<file path="config.mk">
export PLATFORM = sky130hd
export DESIGN_NAME = spob_blend
export DESIGN_NICKNAME = d
export VERILOG_FILES = /design/src/rtl/spob_pkg.sv /design/src/rtl/spob_blend.sv
export SDC_FILE = /design/constraint.sdc
export NUM_CORES = 1
export LEC_CHECK = 0
export ABC_AREA = 1
export BUFFER_PORTS_ARGS = -buffer_cell sky130_fd_sc_hd__clkbuf_2
export CAP_MARGIN = 20
export CORE_UTILIZATION = 60
export DETAILED_ROUTE_END_ITERATION = 10
export PLACE_DENSITY = 0.87
export SLEW_MARGIN = 10
export SYNTH_ARGS = -nofsm -noshare
export SYNTH_HDL_FRONTEND = slang
export SYNTH_SLANG_ARGS = --single-unit
</file>
<file path="constraint.sdc">
create_clock -name clock -period 16.3 [get_ports clock]
set_input_delay 3.26 -clock clock [delete_from_list [all_inputs] [get_ports clock]]
set_output_delay 3.26 -clock clock [all_outputs]
set_load 0.02 [all_outputs]
</file>
<file path="src/rtl/spob_pkg.sv">
// ----------------------------------------------------------------------------
// spob_pkg
// Shared types and constants of the shape overlay blend unit: register map,
// shape kind codes, configuration word and blend arithmetic constants.
// ----------------------------------------------------------------------------
package spob_pkg;

   // register indexes (byte address = 4 * index)
   localparam logic [2:0] REG_SHAPE_KIND  = 3'd0;
   localparam logic [2:0] REG_ANCHOR_X    = 3'd1;
   localparam logic [2:0] REG_ANCHOR_Y    = 3'd2;
   localparam logic [2:0] REG_EXTENT_X    = 3'd3;
   localparam logic [2:0] REG_EXTENT_Y    = 3'd4;
   localparam logic [2:0] REG_FILL_COLOR  = 3'd5;
   localparam logic [2:0] REG_BLEND_ALPHA = 3'd6;

   localparam int CSR_ADDR_BITS = 5;

   // shape kinds
   localparam logic [2:0] KIND_POINT     = 3'd0;
   localparam logic [2:0] KIND_LINE      = 3'd1;
   localparam logic [2:0] KIND_OUTLINE   = 3'd2;
   localparam logic [2:0] KIND_FILL_RECT = 3'd3;
   localparam logic [2:0] KIND_RING      = 3'd4;
   localparam logic [2:0] KIND_DISK      = 3'd5;

   // blend: percent scale and exact reciprocal of 100 for sums up to 25500
   localparam logic [6:0]  PCT_FULL    = 7'd100;
   localparam logic [12:0] RECIP_100   = 13'd5243;
   localparam int          RECIP_SHIFT = 19;
   localparam int          MIX_BITS    = 15;
   localparam int          SCALED_BITS = 28;

   // pipeline depth from input register to output register
   localparam int STAGES = 7;

   typedef struct packed {
      logic [2:0]         shape_kind;
      logic signed [12:0] anchor_x;
      logic signed [12:0] anchor_y;
      logic signed [12:0] extent_x;
      logic signed [12:0] extent_y;
      logic [23:0]        fill_color;
      logic [6:0]         blend_alpha;
   } cfg_type;

endpackage

</file>
<file path="src/rtl/spob_blend.sv">
// ----------------------------------------------------------------------------
// spob_blend
// Alpha blend, stages 4 to 6: weighted sum, reciprocal multiply, output.
// ----------------------------------------------------------------------------
module spob_blend
   import spob_pkg::*;
(
   input  logic        clock,
   input  cfg_type     cfg,
   input  logic [2:0]  stage_en,
   input  logic        hit,
   input  logic [23:0] hit_bg,
   output logic [23:0] out_rgb,
   output logic        out_covered
);

   logic [6:0] alpha, inv_alpha;

   // alpha saturates at 100 percent
   assign alpha     = (cfg.blend_alpha > PCT_FULL) ? PCT_FULL : cfg.blend_alpha;
   assign inv_alpha = PCT_FULL - alpha;

   // ---- stage 4: (100-a)*bg + a*fg per channel ----
   logic [2:0][MIX_BITS-1:0] mix_ff, mix_in;
   logic [2:0][7:0]          bg4_ff;
   logic                     hit4_ff;

   always_comb begin
      for (int c = 0; c < 3; c++) begin
         mix_in[c] = MIX_BITS'(inv_alpha) * MIX_BITS'(hit_bg[8*c +: 8]) +
                     MIX_BITS'(alpha) * MIX_BITS'(cfg.fill_color[8*c +: 8]);
      end
   end

   always_ff @(posedge clock) begin
      if (stage_en[0]) begin
         mix_ff  <= mix_in;
         bg4_ff  <= hit_bg;
         hit4_ff <= hit;
      end
   end

   // ---- stage 5: divide by 100 as multiply by reciprocal ----
   logic [2:0][SCALED_BITS-1:0] scl_ff, scl_in;
   logic [2:0][7:0]             bg5_ff;
   logic                        hit5_ff;

   always_comb begin
      for (int c = 0; c < 3; c++) begin
         scl_in[c] = SCALED_BITS'(mix_ff[c]) * SCALED_BITS'(RECIP_100);
      end
   end

   always_ff @(posedge clock) begin
      if (stage_en[1]) begin
         scl_ff  <= scl_in;
         bg5_ff  <= bg4_ff;
         hit5_ff <= hit4_ff;
      end
   end

   // ---- stage 6: output register ----
   logic [2:0][7:0] rgb_ff, rgb_in;
   logic            cov_ff;

   always_comb begin
      for (int c = 0; c < 3; c++) begin
         rgb_in[c] = hit5_ff ? scl_ff[c][RECIP_SHIFT +: 8] : bg5_ff[c];
      end
   end

   always_ff @(posedge clock) begin
      if (stage_en[2]) begin
         rgb_ff <= rgb_in;
         cov_ff <= hit5_ff;
      end
   end

   assign out_rgb     = rgb_ff;
   assign out_covered = cov_ff;

endmodule

</file>
### Yosys cells after proc, flatten, opt, wreduce, memory -nomap -nowiden

Cells that the tools add are included.

* register bits after elaboration: 201
* bits of input ports: 115
* output and inout port bits: 25
* word-level logic and storage cells: 36

* add/subtract/negate cells: 4
* multiply operators: 9
* $lt $le $gt $ge: 1
* muxes and demuxes: 4

Operator list (number)
* multiplier 7 x 8 -> 15 bit: 6
* multiplier 15 x 13 -> 27 bit, second input constant: 3
* adder 15 bit: 3
* two-way mux 8 bit: 3
* > comparator 7 bit, second input constant: 1
* two-way mux 7 bit: 1
* subtractor 7 bit, first input constant: 1

### Depth between registers and ports, before layout

* depth after elaboration: 5
* gate-level depth with buffers: 35
* depth with buffers taken out: 32

### Worst setup path before layout

No wires, ideal clock.

* path type: input to register
* from: input port cfg[5] in the netlist's numbering
* to: register mix_ff[14] in the netlist's numbering (data pin)
* library setup time: 257 ps
* arrival time: 9010 ps
* data required time: 16043 ps
* path slack: 7033 ps
* stages: 32
* path buffers: 3
* cell sequence: buf_4 nand2_4 clkinv_2 nand2_4 inv_1 nor2_1 inv_2 buf_2 ha_1 inv_1 nand3_1 nand2_1 clkbuf_1 nor2_1 fa_1 inv_1 fa_1 inv_1 fa_1 fa_1 fa_1 inv_1 fa_1 inv_1 ha_1 nand2_1 nand2_1 a21oi_1 nor2_1 nor2_1 nand2_1 xor2_1

RTL lines
* start: declaration: line spob_blend.sv:9 `input cfg_type cfg,`
* end signal: assignment: line spob_blend.sv:37 `mix_ff <= mix_in;`
* end: declaration: line spob_blend.sv:24 `logic [2:0][MIX_BITS-1:0] mix_ff, mix_in;`

==> results.md <==
- DP HPWL: 53800 um
- CTS tree: yes
- Final-report hold violation count: 0
- Crit path buffers/inverters: 9
- CTS sink count: 144
- Die footprint: 47900 um2
- CP Data Arrival Time: 10.80 ns
- H-Tree Depth: 4
- Most Frequent Cell on Critical Path: inv_1
- Max incr delay on CP: 0.56 ns
- Cts repair resizes: 0
- Overflow after GRT: 0
- Mapped Avg Cell Area: 8.83 um2
- Final period utilization: 65.0%
- Post-Route WL: 63300 um
- Post-DP Area: 29200 um2
- Final GP Congestion: 0.942
- Fin Clk Skew: 0.00885 ns
- Root Driver: clkbuf_16
- Post-DR wirelength/cell: 16.3 um
- Initial Util: 60.7%
- Slew HR: 32.6%
- Postcts setup bufs: 0
- Setup crit end: mix_ff[13]$_DFFE_PP_
- Max stage delay cell, worst path: fa_1
- Outcome: completed
- Crit path kind: input port to register
- Synth Area in Compound Gates: 3.20%
- Synth Area in XOR/XNOR: 1.65%
- Worst flop-to-flop path endpoint: scl_ff[80]$_DFFE_PP_
- Clock latency on the worst-skew pair: 0.47 ns
- Largest cells by area after synthesis: fa_1 (32%), ha_1 (21%), edfxtp_1 (15%), inv_1 (12%), nand2_1 (6.7%)
- First-pass GRT wire length: 105000 um
- Reg2reg start: mix_ff[38]$_DFFE_PP_
- CP max FO: 27
- Final ANT Viol Nets: 0
- Top cell type's share of synthesized area: 31.5%
- Most numerous cell in the Yosys netlist: inv_1
- Max-cap check violation count: 0
- Chip width: 219 um
- CTS hold repair buffers: 0
- F_max: 0.0944 GHz
- Synth cell count leaders: inv_1 (891), nand2_1 (501), ha_1 (472)
- Worst-path clk slew: 0.06 ns
- Sequential Area: 4320 um2
- Worst R2R Path Depth: 17
- Drt via density: 5.40
- Synth cell types: 36
- Post-synth EDFFs: 144
- # setup viols final: 0
- Syn nets: 4225
- Initial DRT Pass Iterations: 6
- Area of the multi-input gates: 20300 um2
- Total Routing Usage GR: 28.4%
- Die height: 219 um
- Nets@finish: 4303
- Fraction of layout cells with a size suffix above 1: 4.87%
- TritonCTS Buffers: 17
- Setup TNS: 0 ns
- Inst Count DP: 3858
- Fin crit period: 10.59 ns
- FP Rows: 79
- Final instance area: 29900 um2
- Core area: 46500 um2
- WP depth: 30
- Mapped Area: 28200 um2
- Synth Flop Type: edfxtp_1
- Setup crit start: cfg[6]
- Fraction of registers with async set/reset: 0%
- Number of global-route vias before repair: 22100
- Pin count of the biggest net entering global routing: 67
- Worst Hold Class: register to register
- Number of DRC markers in iteration 0: 1558
- Post-synthesis cell count: 3194
- Yosys warning total: 0
- Max-slew violations: 0
- Via total after detailed routing: 21000
- R2R Setup Slk: 11.61 ns
- Synthesized flop and latch total: 144
- Initial antenna violation count: 6
- Register area share after synthesis: 15.3%
- Residual DRC count: 0
- Adder-cell share of the synthesized area: 52.5%
- Util after Layout: 64.4%
- Worst EP required: 16.51 ns
- Post-synthesis mux area share: 0.959%
- Bufs on Longest Clock Path: 2
- Tightest Pin Transition: 1.01 ns
- CP delay by family, top: adder cells
- Leading area contributor after synthesis: fa_1
- Finished Layout Cells: 3894
- Largest family of logic cells by synthesized area: adder cells
- Startpoint types: input port
- PortBufs: 84
- Area Growth Syn to Fin: 6.07%
- Ports: 140
- RSZ-0062 raised after global routing: no
- Simple-gate share of the synthesized area: 13.9%
- Critical Path Sink Type: register
- Fillcell total: 3572
## worst min-delay path by stage
stage,from,to,slack (ns),cells after the start
2_1_floorplan,bg4_ff[0]$_DFFE_PP_,bg5_ff[0]$_DFFE_PP_,0.40,0
3_3_place_gp,bg4_ff[18]$_DFFE_PP_,bg5_ff[18]$_DFFE_PP_,0.40,0
3_5_place_dp,bg4_ff[0]$_DFFE_PP_,bg5_ff[0]$_DFFE_PP_,0.41,0
4_1_cts,bg4_ff[17]$_DFFE_PP_,bg5_ff[17]$_DFFE_PP_,0.42,0
5_1_grt,bg4_ff[15]$_DFFE_PP_,bg5_ff[15]$_DFFE_PP_,0.42,0
6_report,bg4_ff[17]$_DFFE_PP_,bg5_ff[17]$_DFFE_PP_,0.42,0
## kinds of logic after synthesis
family	count (synthesis)
compound gates	165
xor+xnor	53
fa+ha+maj	916
buf+inv	926
flops	144
mux	24
simple gates	966
## routing by layer
layer  wire length, um  global-route usage (%)  up-vias  share of wire [%]
li1                  -                       -     9850                  -
met1             25600                    35.4    10200                 40
met2             30700                    47.8      763                 49
met3              4280                    5.57      201                6.8
met4              2670                    12.5        6                4.2
met5                41                       0        -              0.065
## cells in the final DEF, fill, tap and decap left out, types with 2 or more instances in the layout
cell / instances
a21boi_0: 4
a21o_1: 10
a21oi_1: 96
a31oi_1: 2
buf_4: 5
bufinv_16: 4
clkbuf_16: 17
clkbuf_2: 83
clkinv_1: 2
clkinv_2: 2
diode_2: 4
edfxtp_1: 144
fa_1: 444
ha_1: 472
inv_1: 891
inv_2: 3
inv_6: 3
mux2_2: 24
nand2_1: 501
nand2_2: 2
nand2_4: 6
nand3_1: 97
nand3b_1: 3
nand4_1: 24
nor2_1: 310
nor2_2: 2
nor3_1: 15
nor4_1: 2
o21a_1: 6
o21ai_0: 42
o21bai_1: 3
xnor2_1: 20
xor2_1: 33
## state kept, by name (all words and copies together) (netlist names)
signal / cells
bg4_ff: 24
bg5_ff: 24
hit4_ff: 1
hit5_ff: 1
mix_ff: 45
out_covered: 1
out_rgb: 24
scl_ff: 24
## per-stage QoR
step,setup slack (ns),hold WS [ns]
final,5.71,0.418
after global routing,5.42,0.424
after CTS,5.70,0.419
after detailed placement,5.28,0.406
after global placement,5.45,0.402
after floorplan,7.03,0.400
## cell type report
cell class / count / share of cell area [%]
antenna: 4 / 0.0335
clock buffer: 17 / 1.42
clock inverter: 13 / 0.623
inverter: 895 / 11.2
multi-input combinational: 2124 / 68.0
sequential: 144 / 14.5
tap: 607 / 2.54
timing repair buffer: 90 / 1.66
Power is left out: the tool's default activity adds up to more than one toggle a clock period on the data nets, which glitch-free logic cannot reach.
