## config.mk

```make
export PLATFORM = sky130hd
export DESIGN_NAME = spob_csr
export DESIGN_NICKNAME = d
export VERILOG_FILES = /design/src/rtl/spob_pkg.sv /design/src/rtl/spob_csr.sv
export SDC_FILE = /design/constraint.sdc
export NUM_CORES = 1
export LEC_CHECK = 0
export BUFFER_PORTS_ARGS = -buffer_cell sky130_fd_sc_hd__buf_2
export CORE_MARGIN = 5
export CORE_UTILIZATION = 30
export DETAILED_ROUTE_END_ITERATION = 7
export RECOVER_POWER = 25
export SLEW_MARGIN = 20
export SYNTH_ARGS = -nofsm -noshare
export SYNTH_HDL_FRONTEND = slang
export SYNTH_SLANG_ARGS = --single-unit
```

## constraint.sdc

```tcl
create_clock -name clock -period 1.6 [get_ports clock]
set_input_delay 0.32 -clock clock [delete_from_list [all_inputs] [get_ports clock]]
set_output_delay 0.32 -clock clock [all_outputs]
set_load 0.05 [all_outputs]
```

## src/rtl/spob_pkg.sv

```systemverilog
// ----------------------------------------------------------------------------
// spob_pkg
// Shared types and constants of the shape overlay blend unit: register map,
// shape kind codes, configuration word and blend arithmetic constants.
// ----------------------------------------------------------------------------
package spob_pkg;

   // register indexes (byte address = 4 * index)
   localparam logic [2:0] REG_SHAPE_KIND  = 3'd0;
   localparam logic [2:0] REG_ANCHOR_X    = 3'd1;
   localparam logic [2:0] REG_ANCHOR_Y    = 3'd2;
   localparam logic [2:0] REG_EXTENT_X    = 3'd3;
   localparam logic [2:0] REG_EXTENT_Y    = 3'd4;
   localparam logic [2:0] REG_FILL_COLOR  = 3'd5;
   localparam logic [2:0] REG_BLEND_ALPHA = 3'd6;

   localparam int CSR_ADDR_BITS = 5;

   // shape kinds
   localparam logic [2:0] KIND_POINT     = 3'd0;
   localparam logic [2:0] KIND_LINE      = 3'd1;
   localparam logic [2:0] KIND_OUTLINE   = 3'd2;
   localparam logic [2:0] KIND_FILL_RECT = 3'd3;
   localparam logic [2:0] KIND_RING      = 3'd4;
   localparam logic [2:0] KIND_DISK      = 3'd5;

   // blend: percent scale and exact reciprocal of 100 for sums up to 25500
   localparam logic [6:0]  PCT_FULL    = 7'd100;
   localparam logic [12:0] RECIP_100   = 13'd5243;
   localparam int          RECIP_SHIFT = 19;
   localparam int          MIX_BITS    = 15;
   localparam int          SCALED_BITS = 28;

   // pipeline depth from input register to output register
   localparam int STAGES = 7;

   typedef struct packed {
      logic [2:0]         shape_kind;
      logic signed [12:0] anchor_x;
      logic signed [12:0] anchor_y;
      logic signed [12:0] extent_x;
      logic signed [12:0] extent_y;
      logic [23:0]        fill_color;
      logic [6:0]         blend_alpha;
   } cfg_type;

endpackage

```

## src/rtl/spob_csr.sv

```systemverilog
// ----------------------------------------------------------------------------
// spob_csr
// Configuration register file behind an APB-style port. pready is tied high.
// ----------------------------------------------------------------------------
module spob_csr
   import spob_pkg::*;
(
   input  logic                     clock,
   input  logic                     reset,
   input  logic                     csr_psel,
   input  logic                     csr_penable,
   input  logic                     csr_pwrite,
   input  logic [CSR_ADDR_BITS-1:0] csr_paddr,
   input  logic [31:0]              csr_pwdata,
   output logic [31:0]              csr_prdata,
   output logic                     csr_pready,
   output cfg_type                  cfg
);

   cfg_type    cfg_ff;
   cfg_type    cfg_in;
   logic [2:0] reg_idx;
   logic       wr_en;

   assign reg_idx    = csr_paddr[CSR_ADDR_BITS-1:2];
   assign wr_en      = csr_psel & csr_penable & csr_pwrite;
   assign csr_pready = 1'b1;
   assign cfg        = cfg_ff;

   // write decode
   always_comb begin
      cfg_in = cfg_ff;
      if (wr_en) begin
         unique case (reg_idx)
            REG_SHAPE_KIND:  cfg_in.shape_kind  = csr_pwdata[2:0];
            REG_ANCHOR_X:    cfg_in.anchor_x    = $signed(csr_pwdata[12:0]);
            REG_ANCHOR_Y:    cfg_in.anchor_y    = $signed(csr_pwdata[12:0]);
            REG_EXTENT_X:    cfg_in.extent_x    = $signed(csr_pwdata[12:0]);
            REG_EXTENT_Y:    cfg_in.extent_y    = $signed(csr_pwdata[12:0]);
            REG_FILL_COLOR:  cfg_in.fill_color  = csr_pwdata[23:0];
            REG_BLEND_ALPHA: cfg_in.blend_alpha = csr_pwdata[6:0];
            default: ;
         endcase
      end
   end

   always_ff @(posedge clock) begin
      if (reset) begin
         cfg_ff.shape_kind  <= KIND_POINT;
         cfg_ff.anchor_x    <= '0;
         cfg_ff.anchor_y    <= '0;
         cfg_ff.extent_x    <= '0;
         cfg_ff.extent_y    <= '0;
         cfg_ff.fill_color  <= 24'hFFFFFF;
         cfg_ff.blend_alpha <= PCT_FULL;
      end else begin
         cfg_ff <= cfg_in;
      end
   end

   // read mux
   always_comb begin
      unique case (reg_idx)
         REG_SHAPE_KIND:  csr_prdata = 32'(cfg_ff.shape_kind);
         REG_ANCHOR_X:    csr_prdata = 32'(unsigned'(cfg_ff.anchor_x));
         REG_ANCHOR_Y:    csr_prdata = 32'(unsigned'(cfg_ff.anchor_y));
         REG_EXTENT_X:    csr_prdata = 32'(unsigned'(cfg_ff.extent_x));
         REG_EXTENT_Y:    csr_prdata = 32'(unsigned'(cfg_ff.extent_y));
         REG_FILL_COLOR:  csr_prdata = 32'(cfg_ff.fill_color);
         REG_BLEND_ALPHA: csr_prdata = 32'(cfg_ff.blend_alpha);
         default:         csr_prdata = '0;
      endcase
   end

endmodule

```

# ---- After elaboration in Yosys (flattened, before gate mapping)
# Cells that the tools add are included.
dict set report totals {
  reg_bits 86
  latch_bits 0
  mem_bits_rw 0
  rom_bits 0
  inputBits 42
  output_inout_bits 119
  wordCells 24
  memories 0
}
dict set report op_classes {
  add_sub_neg 0
  mul 0
  n_div 0
  n_lt_le_gt_ge 0
  n_eq_ne 6
  shift 0
  mux 1
  bitwise 2
  n_reduce_logical 8
}
# cell count
set op_table {}
lappend op_table {{one-hot mux 24 bit (7 select lines)} 1}
lappend op_table {{AND reduction 2 bit} 7}
lappend op_table {{equality test 3 bit, second input constant} 3}
lappend op_table {{equality test 3 x 2 -> 1 bit, second input constant} 2}
lappend op_table {{equality test 3 x 1 -> 1 bit, second input constant} 1}
lappend op_table {{logical NOT 3 bit} 1}
lappend op_table {{AND 1 bit} 2}

# ---- Longest topological paths before layout
# Gate-level depths: netlist of run 1.
dict set report depth {
  ltp_word 3
  ltp_mapped 5
  mapped_depth_nobuf 3
}

# ---- Least setup slack after synthesis of run 1
# Ideal clock, no wire load.
dict set report synth_timing {
  path_kind {register to output}
  start {reg cfg_ff, in the netlist cfg[10]}
  end {out csr_prdata[3]}
  arrival_time_ns 1.924
  required_time_ns 1.280
  slack_ns -0.644
  path_stages_with_launch 4
  path_buffers 0
  path_cell_list {dfxtp_1 > mux2i_1 > or2_2 > a31oi_1}
}
dict set report synth_between {
  elab_chain_cells 1
}
# element line_no
set synth_lines {}
lappend synth_lines {{start, declared} spob_csr.sv:20} ;# cfg_type cfg_ff;
lappend synth_lines {{start signal, assigned} spob_csr.sv:57} ;# cfg_ff <= cfg_in;
lappend synth_lines {{one-hot mux 24 bit (7 select lines)} spob_csr.sv:63} ;# unique case (reg_idx)
lappend synth_lines {{end, declared} spob_csr.sv:15} ;# output logic [31:0] csr_prdata,
# No other way between the ends.

# ---- Final worst setup path of run 1
dict set report layout_timing {
  start {reg cfg_ff, in the netlist cfg[75]}
  end {out csr_prdata[5]}
}
# The elaborated chain is that of the path after synthesis.

==> results of run 1 <==
-- layout make-up --
cell class	count	area share, %
well taps	180	3.43
flip-flops and latches	86	26.8
clock buffers	13	3.81
clock inverters	3	0.667
multi-input cells	326	39.6
repair buffers	213	25.6
-- cells by family (layout without fill, tap and decap cells) --
| group | after synthesis | count (layout) | synth area share [%] |
|---|---|---|---|
| AO/OA/AOI/OAI | 62 | 62 | 9.55 |
| buffers and inverters | 44 | 229 | 5.49 |
| flip-flops | 86 | 86 | 41.1 |
| multiplexers | 91 | 91 | 22.2 |
| other | 2 | 9 | 0.179 |
| AND/OR/NAND/NOR | 164 | 164 | 21.5 |
-- power by group through the flow --
| stage | clock [W] | combinational [W] | sequential [W] |
|---|---|---|---|
| 2_1_floorplan | 0 | 0.000468 | 0.00227 |
| 3_3_place_gp | 0 | 0.000726 | 0.00222 |
| 3_5_place_dp | 0 | 0.000734 | 0.00222 |
| 4_1_cts | 0.00215 | 0.000912 | 0.00217 |
| 5_1_grt | 0.00225 | 0.000964 | 0.00217 |
| 6_report | 0.00209 | 0.000919 | 0.00217 |
-- cells in the mapped netlist, types with 8 or more instances --
cell type / number / share of area (%)
a21oi_1: 8 / 0.95
a221oi_1: 9 / 1.9
and2_1: 13 / 1.9
buf_2: 9 / 1.1
buf_4: 12 / 2.1
clkbuf_1: 21 / 1.9
dfxtp_1: 86 / 41
mux2i_1: 83 / 20
nand2b_1: 60 / 9.0
nor2_1: 53 / 4.7
nor2b_1: 19 / 2.8
o21ai_0: 25 / 3.0
-- path summary, 6_finish.rpt --
| path | endpoint | cells after the start |
|---|---|---|
| max | csr_prdata[5] | 5 |
| min | cfg[26] | 3 |
| max reg2reg | cfg[45] | 4 |
| min reg2reg | cfg[84] | 2 |
-- what timing repair did --
action / in CTS / in global routing
buffers inserted: 19 / 1
endpoints found under the hold margin: 0 / 0
endpoints found under the setup margin: 24 / 24
cloned: 3 / 0
pin swaps: 12 / 2
resized for setup: 128 / 19
-- stage by stage --
step	util [%]	instances	TNS (ns)	setup slack [ns]
after global routing	47.7	821	-3.61	-0.299
after floorplan	-	456	-1.22	-0.226
after global placement	40.3	784	-15.37	-0.454
after CTS	47.6	822	-3.08	-0.274
final	47.7	821	-2.74	-0.282
after detailed placement	40.3	784	-16.16	-0.454
-- layer usage --
metal  vias up  wire [um]  global-route usage [%]
li1       1909          -                       -
met1      1893       5830                    19.4
met2       138       7030                    29.7
met3        25       1050                    6.08
met4         0        335                    6.05
met5         -          0                       0
-- worst max-delay path, delay by kind of cell, from the launching register on --
kind | cells | cell delay (ns)
AO/OA/AOI/OAI | 2 | 0.28
buffers and inverters | 2 | 0.33
flip-flops | 1 | 0.33
multiplexers | 1 | 0.28
==> metrics, run 1 <==
status=finished, violations left; failing checks=setup timing; post-route ant nets=0; HP Class=in -> reg; initial antenna violation count=0; clock skew=0 ns; register area share after synthesis=41.1%; Layout area overhead=56.7%; first-pass GRT wire length=22000 um; Pins Over Slew Limit=0; period utilization=118%; CP endpoint kind=primary output; Clock power frac=40.3%; final setup fails=24; Logic pwr share=17.7%; area of the multi-input gates=2600 sq um; Largest register FFs=86; leakage power=2.99 nW; clk buf depth=2; commonest non-fill, non-tap cell in the layout=buf_2; # port buffers=141; worst vdd ir=420 uV; CTS tree=built; Sink Count=86; clk slew on worst S/H paths=0.06 ns; Die Area=16400 sq um; largest net degree at the start of global routing=68; htree depth=3; CP required=1.28 ns; Syn Area/Cell=9.34 sq um; Starting Density=30.4%; reg2reg setup slack=0.73 ns; endpoints failing hold=0; vias in the first global route=4054; layout cell share with drive strength beyond 1=49.3%; Worst Setup SP=cfg[75]; Post-Syn Area=4190 sq um; drt pass-1 iters=4; WL final=14200 um; Syn. warnings=0; top_reg_cell synth=dfxtp_1; slowest CP cell=dfxtp_2; sequential share of power=42.0%; Die H=128 um; Clk Latency, worst-skew pair=0.34 ns; post-DP HPWL=9890 um; worst path cell trace=mux2_4 -> a221oi_2 -> buf_4 -> a31oi_4 -> buf_6; final setup margin=-0.282 ns; drt initial violations=209; Slew Limit Headroom=60.6%; WP data arrival=1.56 ns; overflow left after global routing=0; asr flop ratio synth=0%; Area after DPL=5550 sq um; most frequent cells in the layout=buf_2 (84), mux2i_1 (80), nand2b_1 (60); CORE AREA=13800 sq um; Switching Power=0.00137 W; number of synthesized flops with an enable pin=0; Tmin final=1.88 ns; worst-path fanout max=3; Pwr Total=0.00518 W; I/O pins=161; Vias/cell=4.83; Setup CP Type=reg -> out; Filler cells=1332; CTS root buf=clkbuf_16; hold path startpoint=csr_pwdata[19]; CP Launch Type=flip-flop; Yosys reg bits=86; GPL Wtd Cong=0.812; Ant. Diodes=0; slew at the pin with the worst max-slew slack=0.593 ns; drt wl/cell=17.3 um; NumNets Final=678; Internal Pwr Total=0.00380 W; CTS buffer count=9; unrepaired setup endpoints after global routing=true; Design Area, Final=6570 sq um; fmax=531 MHz; Pwr Density=788 nW/um^2; cells after synthesis=449; FF/Latch Area=1760 sq um; DRC viols=0; vias post-DR=3965; Die Wd=128 um; Max-Cap Viols=0; crit-path max cell delay=0.33 ns; Net Sw Frac=26.5%; worst hold slack=0.240 ns; cts hold-fix bufs=0; Reg-to-Reg Start=cfg[45]; overall routing resource usage=17.1%; Row Count=43; synth unique cells=33
No activity file was read; power rests on OpenSTA's default activity.
==> inputs of run 2 (changes only) <==
--- a/config.mk
+++ b/config.mk
@@ -10,6 +10,7 @@
 export CORE_UTILIZATION = 30
 export DETAILED_ROUTE_END_ITERATION = 7
 export RECOVER_POWER = 25
+export SKIP_CTS_REPAIR_TIMING = 1
 export SLEW_MARGIN = 20
 export SYNTH_ARGS = -nofsm -noshare
 export SYNTH_HDL_FRONTEND = slang
==> run 2 against run 1 <==
- the flow still finishes with violations (setup timing)
- die area unchanged
- sequential power about the same
- worst hold slack got worse by 0.0011 ns
- clock power about the same
- sequential share of layout area increased by 0.70 points
- fmax increased by 1.6%
- routed wire length decreased by 2.9%
- setup slack improved by 0.029 ns
- clock skew unchanged
- critical path type unchanged
- largest power group unchanged
==> metrics, run 2 (synthesized netlist as in run 1, its figures left out) <==
final setup fails=24 (unchanged); CORE AREA=13800 sq um (unchanged); NumNets Final=671 (-1.0%); I/O pins=161 (unchanged); post-route ant nets=0 (unchanged); Setup CP Type=reg -> out; Util after Layout=46.4% (-1.3 points); Row Count=43 (unchanged); Tmin final=1.85 ns (-0.0291 ns); clk buf depth=2 (unchanged); CTS tree=built; most frequent cells in the layout=buf_2 (100), mux2i_1 (80), nand2b_1 (60); unrepaired setup endpoints after global routing=true; Pwr Density=802 nW/um^2 (+1.7%); vias in the first global route=3753 (-7.4%); final setup margin=-0.253 ns (+0.0291 ns); Pins Over Slew Limit=0 (unchanged); worst vdd ir=405 uV (-3.7%); CTS root buf=clkbuf_16; drt initial violations=183 (-12%); drt pass-1 iters=4 (unchanged); Filler cells=1356 (+1.8%); CP Launch Type=flip-flop; Die Wd=128 um (unchanged); slew at the pin with the worst max-slew slack=0.596 ns (+0.00291 ns); overall routing resource usage=15.8% (-1.4 points); Clk Latency, worst-skew pair=0.34 ns (about the same); leakage power=2.91 nW (-2.9%); Area after DPL=5550 sq um (unchanged); Design Area, Final=6390 sq um (-2.7%); layout cell share with drive strength beyond 1=48.6% (-0.72 points); Sink Count=86 (unchanged); Die Area=16400 sq um (unchanged); htree depth=3 (unchanged); Pwr Total=0.00513 W (-0.97%); endpoints failing hold=0 (unchanged); period utilization=116% (-1.8 points); CP required=1.28 ns (about the same); CTS buffer count=9 (unchanged); # port buffers=141 (unchanged); failing checks=setup timing; WP data arrival=1.53 ns (-0.03 ns); worst-path fanout max=2 (-1); clk slew on worst S/H paths=0.06 ns (about the same); fmax=540 MHz (+1.6%); clock skew=0 ns (unchanged); first-pass GRT wire length=20200 um (-8.2%); vias post-DR=3907 (-1.5%); Die H=128 um (unchanged); Ant. Diodes=0 (unchanged); HP Class=in -> reg; Layout area overhead=52.5%; final setup TNS=-3.43 ns (-0.694 ns); post-DP HPWL=9890 um (unchanged); DRC viols=0 (unchanged); Max-Cap Viols=0 (unchanged); CP endpoint kind=primary output; Starting Density=30.4% (unchanged); overflow left after global routing=0 (unchanged); GPL Wtd Cong=0.812 (unchanged); initial antenna violation count=0 (unchanged); WL final=13800 um (-2.9%); Largest register FFs=86 (unchanged); drt wl/cell=17.0 um (-2.0%); commonest non-fill, non-tap cell in the layout=buf_2; largest net degree at the start of global routing=68 (unchanged); status=finished, violations left; Vias/cell=4.80 (-0.62%); Slew Limit Headroom=60.4% (-0.20 points); worst slack at placement=-0.454 ns (unchanged)
run 2: final timing paths:
check | slack, ns | from | to | cells after the start
min | 0.24 | csr_pwdata[19] | cfg[26] | 3
max reg2reg | 0.73 | cfg[45] | cfg[45] | 4
max | -0.25 | cfg[45] | csr_prdata[1] | 3
min reg2reg | 0.49 | cfg[84] | cfg[84] | 2
run 2: stage by stage:
stage	std cells	hold WS, ns
after floorplan	456	0.487
after global placement	784	0.468
after detailed placement	784	0.478
after CTS	800	0.222
after global routing	814	0.244
final	814	0.238
run 2: layout make-up:
| type | count | area, sq um | area share (%) |
|---|---|---|---|
| Tap cell | 180 | 225 | 3.52 |
| Timing Repair Buffer | 206 | 1520 | 23.8 |
| Sequential cell | 86 | 1760 | 27.5 |
| Clock inverter | 3 | 43.8 | 0.685 |
| Clock buffer | 13 | 250 | 3.91 |
| Multi-Input combinational cell | 326 | 2590 | 40.5 |
run 2: layer usage:
metal | share of wire [%] | GRT usage, % | wire length (um) | vias up
met5 | 0 | 0 | 0 | -
met4 | 2.3 | 5.06 | 318 | 0
met3 | 7.7 | 6.04 | 1070 | 24
met2 | 50 | 26.9 | 6870 | 135
met1 | 40 | 18.1 | 5580 | 1860
li1 | - | - | - | 1888
run 2: worst max-delay path: stages, from the launching register on:
cell     delay (ns)
dfxtp_2        0.32
mux4_2         0.45
mux2_2         0.28
buf_6          0.15
run 2: where the power goes:
| part | total [W] | internal [W] | switching [W] |
|---|---|---|---|
| Combinational | 0.000869 | 0.000354 | 0.000515 |
| Clock | 0.00209 | 0.00125 | 0.000832 |
| Sequential | 0.00217 | 0.00216 | 0.0000148 |
| Total | 0.00513 | 0.00377 | 0.00136 |
