$ cat config.mk
export PLATFORM = sky130hd
export DESIGN_NAME = spob_cover
export DESIGN_NICKNAME = d
export VERILOG_FILES = /design/src/rtl/spob_pkg.sv /design/src/rtl/spob_cover.sv
export SDC_FILE = /design/constraint.sdc
export NUM_CORES = 2
export LEC_CHECK = 0
export ABC_AREA = 1
export BUFFER_PORTS_ARGS = -buffer_cell sky130_fd_sc_hd__buf_4
export CAP_MARGIN = 40
export CELL_PAD_IN_SITES_DETAIL_PLACEMENT = 1
export CELL_PAD_IN_SITES_GLOBAL_PLACEMENT = 1
export CORE_UTILIZATION = 56
export CTS_BUF_LIST = sky130_fd_sc_hd__clkbuf_8
export DETAILED_ROUTE_END_ITERATION = 10
export GPL_TIMING_DRIVEN = 0
export PLACE_DENSITY = 0.91
export SKIP_CTS_REPAIR_TIMING = 1
export SLEW_MARGIN = 20
export SYNTH_ARGS = -nofsm -noshare
export SYNTH_HDL_FRONTEND = slang
export SYNTH_SLANG_ARGS = --single-unit
export TNS_END_PERCENT = 5
$ cat constraint.sdc
create_clock -name clock -period 12.1 [get_ports clock]
set_clock_uncertainty 0.05 [all_clocks]
set_input_delay 0.605 -clock clock [delete_from_list [all_inputs] [get_ports clock]]
set_output_delay 0.605 -clock clock [all_outputs]
set_load 0.05 [all_outputs]
$ cat src/rtl/spob_pkg.sv
// ----------------------------------------------------------------------------
// spob_pkg
// Shared types and constants of the shape overlay blend unit: register map,
// shape kind codes, configuration word and blend arithmetic constants.
// ----------------------------------------------------------------------------
package spob_pkg;

   // register indexes (byte address = 4 * index)
   localparam logic [2:0] REG_SHAPE_KIND  = 3'd0;
   localparam logic [2:0] REG_ANCHOR_X    = 3'd1;
   localparam logic [2:0] REG_ANCHOR_Y    = 3'd2;
   localparam logic [2:0] REG_EXTENT_X    = 3'd3;
   localparam logic [2:0] REG_EXTENT_Y    = 3'd4;
   localparam logic [2:0] REG_FILL_COLOR  = 3'd5;
   localparam logic [2:0] REG_BLEND_ALPHA = 3'd6;

   localparam int CSR_ADDR_BITS = 5;

   // shape kinds
   localparam logic [2:0] KIND_POINT     = 3'd0;
   localparam logic [2:0] KIND_LINE      = 3'd1;
   localparam logic [2:0] KIND_OUTLINE   = 3'd2;
   localparam logic [2:0] KIND_FILL_RECT = 3'd3;
   localparam logic [2:0] KIND_RING      = 3'd4;
   localparam logic [2:0] KIND_DISK      = 3'd5;

   // blend: percent scale and exact reciprocal of 100 for sums up to 25500
   localparam logic [6:0]  PCT_FULL    = 7'd100;
   localparam logic [12:0] RECIP_100   = 13'd5243;
   localparam int          RECIP_SHIFT = 19;
   localparam int          MIX_BITS    = 15;
   localparam int          SCALED_BITS = 28;

   // pipeline depth from input register to output register
   localparam int STAGES = 7;

   typedef struct packed {
      logic [2:0]         shape_kind;
      logic signed [12:0] anchor_x;
      logic signed [12:0] anchor_y;
      logic signed [12:0] extent_x;
      logic signed [12:0] extent_y;
      logic [23:0]        fill_color;
      logic [6:0]         blend_alpha;
   } cfg_type;

endpackage

$ cat src/rtl/spob_cover.sv
// ----------------------------------------------------------------------------
// spob_cover
// Coverage test, stages 0 to 3: input register, products, sums, compares.
// Line pixels use trunc(N/D) == q checked by multiply and compare only.
// ----------------------------------------------------------------------------
module spob_cover
   import spob_pkg::*;
#(
   parameter int COORD_BITS = 12
) (
   input  logic                  clock,
   input  cfg_type               cfg,
   input  logic [3:0]            stage_en,
   input  logic [COORD_BITS-1:0] pix_x,
   input  logic [COORD_BITS-1:0] pix_y,
   input  logic [23:0]           bg,
   output logic                  hit,
   output logic [23:0]           hit_bg
);

   localparam int SW = ((COORD_BITS > 13) ? COORD_BITS : 13) + 3;
   localparam int LW = SW + 18;
   localparam int QW = 2 * SW + 1;

   // ---- derived configuration, refreshed every cycle ----
   logic signed [12:0] x1, y1, x2, y2, xr, lo_c, hi_c;
   logic signed [13:0] dx, dy, ady;
   logic               mode_a, zero_len;

   logic               mode_a_ff, mode_a_in, zero_ff, zero_in;
   logic signed [12:0] x1_ff, y1_ff, base_ff, base_in, c0a_ff, c0a_in;
   logic signed [12:0] lo_ff, lo_in, hi_ff, hi_in;
   logic signed [14:0] slope_ff, slope_in;
   logic [13:0]        den_ff, den_in;
   logic signed [14:0] rxhi_ff, rxhi_in, ryhi_ff, ryhi_in;
   logic signed [14:0] rxend_ff, rxend_in, ryend_ff, ryend_in;
   logic signed [13:0] e1;
   logic signed [26:0] rr_ff, rr_in;
   logic signed [27:0] r1_ff, r1_in;

   always_comb begin
      if (cfg.anchor_x > cfg.extent_x) begin
         x1 = cfg.extent_x; y1 = cfg.extent_y; x2 = cfg.anchor_x; y2 = cfg.anchor_y;
      end else begin
         x1 = cfg.anchor_x; y1 = cfg.anchor_y; x2 = cfg.extent_x; y2 = cfg.extent_y;
      end
      dx       = 14'(x2) - 14'(x1);
      dy       = 14'(y2) - 14'(y1);
      ady      = dy[13] ? -dy : dy;
      mode_a   = ady < dx;
      zero_len = (dx == 14'sd0) && (dy == 14'sd0);
      xr       = (dy > 14'sd0) ? x1 : x2;
      lo_c     = (dy > 14'sd0) ? y1 : y2;
      hi_c     = (dy > 14'sd0) ? y2 : y1;
      if (mode_a) begin
         base_in  = x1;
         slope_in = 15'(dy);
         c0a_in   = y1;
         den_in   = dx;
         lo_in    = x1;
         hi_in    = x2;
      end else begin
         base_in  = lo_c;
         slope_in = dy[13] ? -15'(dx) : 15'(dx);
         c0a_in   = xr;
         den_in   = ady;
         lo_in    = lo_c;
         hi_in    = hi_c;
      end
      mode_a_in = mode_a;
      zero_in   = zero_len;
      rxend_in  = 15'(cfg.anchor_x) + 15'(cfg.extent_x);
      ryend_in  = 15'(cfg.anchor_y) + 15'(cfg.extent_y);
      rxhi_in   = rxend_in - 15'sd1;
      ryhi_in   = ryend_in - 15'sd1;
      e1        = 14'(cfg.extent_x) + 14'sd1;
      rr_in     = 27'(cfg.extent_x) * 27'(cfg.extent_x);
      r1_in     = 28'(e1) * 28'(e1);
   end

   always_ff @(posedge clock) begin
      mode_a_ff <= mode_a_in;
      zero_ff   <= zero_in;
      x1_ff     <= x1;
      y1_ff     <= y1;
      base_ff   <= base_in;
      c0a_ff    <= c0a_in;
      lo_ff     <= lo_in;
      hi_ff     <= hi_in;
      slope_ff  <= slope_in;
      den_ff    <= den_in;
      rxhi_ff   <= rxhi_in;
      ryhi_ff   <= ryhi_in;
      rxend_ff  <= rxend_in;
      ryend_ff  <= ryend_in;
      rr_ff     <= rr_in;
      r1_ff     <= r1_in;
   end

   // ---- stage 0: input register ----
   logic [COORD_BITS-1:0] px0_ff, py0_ff;
   logic [23:0]           bg0_ff;

   always_ff @(posedge clock) begin
      if (stage_en[0]) begin
         px0_ff <= pix_x;
         py0_ff <= pix_y;
         bg0_ff <= bg;
      end
   end

   // ---- stage 1: offsets, products, box compares ----
   logic signed [SW-1:0]  pxs, pys, coord, diff, ddx, ddy;
   logic [COORD_BITS-1:0] q;
   logic signed [LW-1:0]  den_s;
   logic signed [LW-1:0]  prod_ff, prod_in, c0_ff, c0_in, m_ff, m_in;
   logic signed [QW-1:0]  sqx_ff, sqx_in, sqy_ff, sqy_in;
   logic q0_ff, q0_in, rng_ff, rng_in, lpt_ff, lpt_in;
   logic pt_ff, pt_in, outl_ff, outl_in, fill_ff, fill_in;
   logic [23:0] bg1_ff;

   assign den_s = $signed(LW'(den_ff));

   always_comb begin
      pxs     = $signed(SW'(px0_ff));
      pys     = $signed(SW'(py0_ff));
      coord   = mode_a_ff ? pxs : pys;
      q       = mode_a_ff ? py0_ff : px0_ff;
      diff    = coord - SW'(base_ff);
      prod_in = LW'(slope_ff) * LW'(diff);
      c0_in   = LW'(c0a_ff) * den_s;
      m_in    = $signed(LW'(q)) * den_s;
      q0_in   = (q == '0);
      rng_in  = (coord >= SW'(lo_ff)) && (coord <= SW'(hi_ff));
      lpt_in  = (pxs == SW'(x1_ff)) && (pys == SW'(y1_ff));
      ddx     = pxs - SW'(cfg.anchor_x);
      ddy     = pys - SW'(cfg.anchor_y);
      sqx_in  = QW'(ddx) * QW'(ddx);
      sqy_in  = QW'(ddy) * QW'(ddy);
      pt_in   = (ddx == '0) && (ddy == '0);
      // outline: horizontal edges, then vertical edges
      outl_in = ((cfg.extent_x > 13'sd0) && (pxs >= SW'(cfg.anchor_x)) &&
                 (pxs <= SW'(rxhi_ff)) &&
                 ((pys == SW'(cfg.anchor_y)) || (pys == SW'(ryhi_ff)))) ||
                ((cfg.extent_y > 13'sd0) && (pys >= SW'(cfg.anchor_y)) &&
                 (pys <= SW'(ryhi_ff)) &&
                 ((pxs == SW'(cfg.anchor_x)) || (pxs == SW'(rxhi_ff))));
      fill_in = (pxs >= SW'(cfg.anchor_x)) && (pxs < SW'(rxend_ff)) &&
                (pys >= SW'(cfg.anchor_y)) && (pys < SW'(ryend_ff));
   end

   always_ff @(posedge clock) begin
      if (stage_en[1]) begin
         prod_ff <= prod_in;
         c0_ff   <= c0_in;
         m_ff    <= m_in;
         q0_ff   <= q0_in;
         rng_ff  <= rng_in;
         lpt_ff  <= lpt_in;
         sqx_ff  <= sqx_in;
         sqy_ff  <= sqy_in;
         pt_ff   <= pt_in;
         outl_ff <= outl_in;
         fill_ff <= fill_in;
         bg1_ff  <= bg0_ff;
      end
   end

   // ---- stage 2: numerator, bracket top, squared distance ----
   logic signed [LW-1:0] n_ff, n_in, m2_ff, md_ff, md_in;
   logic signed [QW-1:0] d2_ff, d2_in;
   logic q02_ff, rng2_ff, lpt2_ff, pt2_ff, outl2_ff, fill2_ff;
   logic [23:0] bg2_ff;

   assign n_in  = c0_ff + prod_ff;
   assign md_in = m_ff + den_s;
   assign d2_in = sqx_ff + sqy_ff;

   always_ff @(posedge clock) begin
      if (stage_en[2]) begin
         n_ff     <= n_in;
         m2_ff    <= m_ff;
         md_ff    <= md_in;
         d2_ff    <= d2_in;
         q02_ff   <= q0_ff;
         rng2_ff  <= rng_ff;
         lpt2_ff  <= lpt_ff;
         pt2_ff   <= pt_ff;
         outl2_ff <= outl_ff;
         fill2_ff <= fill_ff;
         bg2_ff   <= bg1_ff;
      end
   end

   // ---- stage 3: final compares and shape select ----
   logic line_hit, circ_in, ring_in, hit_ff, hit_in;
   logic [23:0] bg3_ff;

   always_comb begin
      // trunc(N/D) == q, D > 0, q >= 0
      line_hit = zero_ff ? lpt2_ff :
                 (rng2_ff && ((q02_ff && (n_ff > -den_s) && (n_ff < den_s)) ||
                              ((n_ff >= m2_ff) && (n_ff < md_ff))));
      circ_in  = !cfg.extent_x[12] && (d2_ff < QW'(r1_ff));
      ring_in  = circ_in && (d2_ff >= QW'(rr_ff));
      case (cfg.shape_kind)
         KIND_POINT:     hit_in = pt2_ff;
         KIND_LINE:      hit_in = line_hit;
         KIND_OUTLINE:   hit_in = outl2_ff;
         KIND_FILL_RECT: hit_in = fill2_ff;
         KIND_RING:      hit_in = ring_in;
         KIND_DISK:      hit_in = circ_in;
         default:        hit_in = 1'b0;
      endcase
   end

   always_ff @(posedge clock) begin
      if (stage_en[3]) begin
         hit_ff <= hit_in;
         bg3_ff <= bg2_ff;
      end
   end

   assign hit    = hit_ff;
   assign hit_bg = bg3_ff;

endmodule

Yosys cells after proc, flatten, opt, wreduce, memory -nomap -nowiden
Cells that the tools add are included.

Output and inout bits: 25. Word-level logic and storage cells: 144. Bits of input ports: 139. Flip-flop bits (word level): 644.

Reduce and logical (&&, ||, !) cells: 30. $lt $le $gt $ge: 19. Equality and inequality tests: 11. Add/subtract/negate cells: 16. Multiplexer cells: 18. Multiply operators: 7.

Operators by type and width (number): $mux W13 (10); $mul A14 B14 Y28 (3); $sub A13 B13 Y14 (5); $eq A13 B13 Y1 (4); $ge A13 B13 Y1 (3); $add A34 B15 Y34 (1); $add A34 B34 Y34 (1); $ge A34 B34 Y1 (1); $gt A34 B34 Y1 (1); $lt A34 B15 Y1 (1); $lt A34 B34 Y1 (1); $neg A14 Y34 (1); $add A33 B33 Y33 (1); $ge A33 B26 Y1 (1); $lt A33 B28 Y1 (1); $logic_not A16 Y1 (2); $eq A13 B15 Y1 (2); $le A13 B15 Y1 (2); $mux W15 (2); $sub A14 B2 Y15 const B (2); $mul A15 B14 Y29 (1); $add A13 B13 Y14 (2); $logic_not A14 Y1 (2); $lt A13 B14 Y1 (2); 23 further kinds (49).

Depth between registers and ports, before layout
Word-level depth: 8. Gate-level depth with buffers: 46. Gate-level depth less buffers: 42.

Least setup slack after synthesis
No wires, ideal clock.

Kind: in2reg. Start: input port cfg[57] in the netlist's numbering. End: register sqy_ff[24] (data pin). Arrival: 7.897 ns. Buffers on the path: 1. Data required time: 11.788 ns. Setup slack: 3.891 ns. Library setup time: 0.262 ns. Stages: 32. Path through: ha_1 fa_1 o21ai_0 nand2_1 nand2_1 a21oi_1 o221ai_1 a21oi_1 o21bai_1 xor2_1 inv_1 clkbuf_1 nor2_1 inv_1 fa_1 fa_1 inv_1 fa_1 fa_1 fa_1 inv_1 fa_1 inv_1 ha_1 nand2_1 o21ai_0 a21boi_0 o21ai_0 a21boi_0 o21ai_0 a21oi_1 xor2_1.

Cells in the longest elaborated chain, start to end: 2.

Ends and longest elaborated chain: from (decl) (RTL line spob_cover.sv:12) `input cfg_type cfg,`; $sub A13 B13 Y14 (RTL line spob_cover.sv:137) `ddy = pys - SW'(cfg.anchor_y);`; $mul A14 B14 Y28 (RTL line spob_cover.sv:139) `sqy_in = QW'(ddy) * QW'(ddy);`; named net sqy_in[24] (RTL line spob_cover.sv:117) `logic signed [QW-1:0] sqx_ff, sqx_in, sqy_ff, sqy_in;`; to (signal assigned) (RTL line spob_cover.sv:161) `sqy_ff <= sqy_in;`; to (decl) (RTL line spob_cover.sv:117).

The timed path passes the listed nets, and every way through them passes these cells. A chain may end at the register's enable or synchronous reset.

Worst setup path in the final report
Start: register mode_a_ff. End: register prod_ff[25] (data pin).

Cells in the longest elaborated chain, start to end: 3.

Ends and longest elaborated chain: from (decl) (RTL line spob_cover.sv:30) `logic mode_a_ff, mode_a_in, zero_ff, zero_in;`; from (signal assigned) (RTL line spob_cover.sv:82) `mode_a_ff <= mode_a_in;`; $mux W12 (RTL line spob_cover.sv:127) `coord = mode_a_ff ? pxs : pys;`; $sub A13 B13 Y14 (RTL line spob_cover.sv:129) `diff = coord - SW'(base_ff);`; $mul A15 B14 Y29 (RTL line spob_cover.sv:130) `prod_in = LW'(slope_ff) * LW'(diff);`; named net prod_in[25] (RTL line spob_cover.sv:116) `logic signed [LW-1:0] prod_ff, prod_in, c0_ff, c0_in, m_ff, m_in;`; to (signal assigned) (RTL line spob_cover.sv:154) `prod_ff <= prod_in;`; to (decl) (RTL line spob_cover.sv:116).

The timed path passes the listed nets, and every way through them passes these cells.

==> flow_summary.json <==
{
  "die_y_um": 373,
  "start_util_pct": 56.7,
  "final_antenna_net_count": 0,
  "synth.cell_area_sq_um": 77200,
  "numClockSinks": 596,
  "worstSkewPairLatency_ps": 890,
  "fill_cells": 15900,
  "crit_top_cell": "nand2_1",
  "drt_first_pass_iters": 9,
  "critPathRequiredTime_ps": 12620,
  "setup_viol": 0,
  "drive_gt1_share_pct": 5.08,
  "ios": 164,
  "die_w_um": 373,
  "avgRoutedWirePerCell_um": 26.1,
  "tightest_slew_ps": 978,
  "worst_slack_ps": 1200,
  "grt_pass1_vias": 73400,
  "area_delta_synth_final_pct": 8.26,
  "cts.path.max_buffers": 3,
  "criticalPathCategory": "reg -> reg",
  "preCtsSetupSlack_ps": 1730,
  "grt_setup_unrepaired": "no",
  "syn_inst": 8695,
  "cts_root_buf": "clkbuf_8",
  "grt_start_max_net_pins": 89,
  "core_area_sq_um": 136000,
  "drc_errors": 0,
  "critPathMaxStageDelay_ps": 610,
  "core.rowCount": 135,
  "hold_violations": 0,
  "vias": 65000,
  "final_nets": 11200,
  "wl_um": 285000,
  "tns_ps": 0,
  "avgSynthCellArea_sq_um": 8.87,
  "fmax_mhz": 91.7,
  "async_reset_ff_share_pct": 0,
  "crit_fanout": 10,
  "grt_overflow": 0,
  "status": "complete, no violations",
  "port-buffer-count": 132,
  "yosys_warnings": 0,
  "multiInputGateArea_sq_um": 52900,
  "startpoint_type": "flip-flop",
  "cts_htree_levels": 3,
  "grt_antenna_before_repair": 17,
  "synth-seq-cells": 596,
  "dp_hpwl_um": 228000,
  "die_area_sq_um": 139000,
  "slew_viol_final": 0,
  "ys.flop_type": "edfxtp_1",
  "cp-end-kind": "flip-flop",
  "worst_path_max_delay_cell": "fa_1",
  "clk_pin_slew_ps": 70,
  "period_needed_ps": 10900,
  "slew-limit-headroom_pct": 34.6,
  "hp-class": "in -> reg",
  "critPathArrivalTime_ps": 11420,
  "timing.final.crit_share_pct": 90.1,
  "grt_pass1_wl_um": 427000,
  "regArea_sq_um": 15800,
  "avgViaCountPerCell": 5.96,
  "gp_congestion": 0.973,
  "synth_cell_types": 65,
  "grtUsageTotal_pct": 40.5,
  "numCtsBuffers": 107,
  "yosysSeqAreaShare_pct": 20.5,
  "tritoncts": "built",
  "drtIter0Drc": 5046,
  "synth_edf_count": 390,
  "max_cap_viol_count": 0
}
## worst paths after layout
path                                     to  slack, ps  depth (start not counted)  startpoint
worst max-delay path            prod_ff[25]       1200                         41   mode_a_ff
worst min-delay path               x1_ff[0]         60                          3     cfg[70]
worst max register to register  prod_ff[25]       1200                         41   mode_a_ff
worst min register to register   hit_bg[21]        350                          0  bg2_ff[21]
## Yosys cell counts (12+ instances only)
cell type | count | area (sq um)
a21o_1 | 19 | 143
a21oi_1 | 399 | 2000
a21boi_0 | 17 | 128
o31ai_1 | 15 | 113
dfxtp_1 | 206 | 4120
nor3_1 | 59 | 295
fa_1 | 1135 | 22700
a31oi_1 | 22 | 138
nand2_2 | 35 | 219
or2_2 | 37 | 231
buf_2 | 14 | 70.1
xnor2_1 | 134 | 1170
nand3_1 | 253 | 1270
o21ai_1 | 22 | 110
nand4_1 | 73 | 457
a211oi_1 | 19 | 143
edfxtp_1 | 390 | 11700
inv_2 | 12 | 45.0
nor4_1 | 24 | 150
o21a_1 | 19 | 143
inv_1 | 1995 | 7490
ha_1 | 892 | 11200
clkinv_1 | 17 | 63.8
o21bai_1 | 24 | 180
o211ai_1 | 15 | 113
clkbuf_1 | 156 | 586
nand2_1 | 1535 | 5760
xor2_1 | 257 | 2250
nor2_1 | 583 | 2190
o21ai_0 | 200 | 1000
## routing by layer
metal	wire length [um]	share of wire, %	vias to the layer above	global-route usage, %
li1	-	-	27500	-
met1	103000	36	32900	47.5
met2	137000	48	3360	68.0
met3	25600	9.0	1169	9.50
met4	18600	6.5	18	23.0
met5	124	0.044	-	0
## cell families (layout without fill, tap and decap cells)
| group | count (synthesis) | count (layout) | synth area share, % |
|---|---|---|---|
| compound gates | 813 | 813 | 5.92 |
| fa+ha+maj | 2027 | 2027 | 43.9 |
| simple gates | 2641 | 2641 | 14.1 |
| flops | 596 | 596 | 20.5 |
| xor+xnor | 392 | 392 | 4.46 |
| other cells | 1 | 14 | 0.00486 |
| mux | 5 | 5 | 0.0649 |
| buf+inv | 2220 | 2627 | 11.0 |
## through the flow
| step | cell area [sq um] | util [%] | std cells | hold WS, ps |
|---|---|---|---|---|
| final | 83500 | 61.4 | 10900 | 57.3 |
| after global routing | 83500 | 61.4 | 10900 | 73.1 |
| after CTS | 83000 | 60.9 | 10800 | -207 |
| after detailed placement | 80600 | 59.2 | 10600 | 356 |
| after global placement | 80400 | 59.1 | 10600 | 351 |
| after floorplan | 77200 | - | 8700 | 350 |
## state kept, by name (all words and copies together) (netlist names), 15 cells and up
register	flops
bg0_ff	24
m2_ff	26
hit_bg	24
rxhi_ff	15
n_ff	34
sqy_ff	27
md_ff	27
ryhi_ff	15
d2_ff	33
prod_ff	29
m_ff	26
c0_ff	28
r1_ff	27
slope_ff	15
rr_ff	25
bg2_ff	24
bg1_ff	24
sqx_ff	27
## final cells by class
class                      count  area share [%]
sequential                   596            19.0
tap                         1781            2.67
multi-input combinational   5884            63.3
buffer                       196            1.06
timing repair buffer         203            2.05
clock buffer                 115            1.89
antenna                        8          0.0240
clock inverter                89           0.942
inverter                    2024            9.09
## placed cells by master, fill, tap and decap left out, types with 49 or more instances in the layout
cell           instances
inv_1               2022
nand2_1             1535
fa_1                1135
ha_1                 892
nor2_1               583
a21oi_1              399
edfxtp_1             390
xor2_1               256
nand3_1              253
dfxtp_1              206
o21ai_0              195
clkbuf_1             156
buf_4                147
xnor2_1              132
clkbuf_8             115
nand4_1               73
nor3_1                59
dlygate4sd3_1         49
## critical path: cells and delay by family (launching register included)
kind / cells / cell delay, ps
flops: 1 / 300
simple gates: 12 / 1640
compound gates: 13 / 2810
fa+ha+maj: 8 / 4000
buf+inv: 8 / 1780
Power is not shown: default switching activity piles up to over one toggle a cycle in this logic, so the estimate is an artifact.
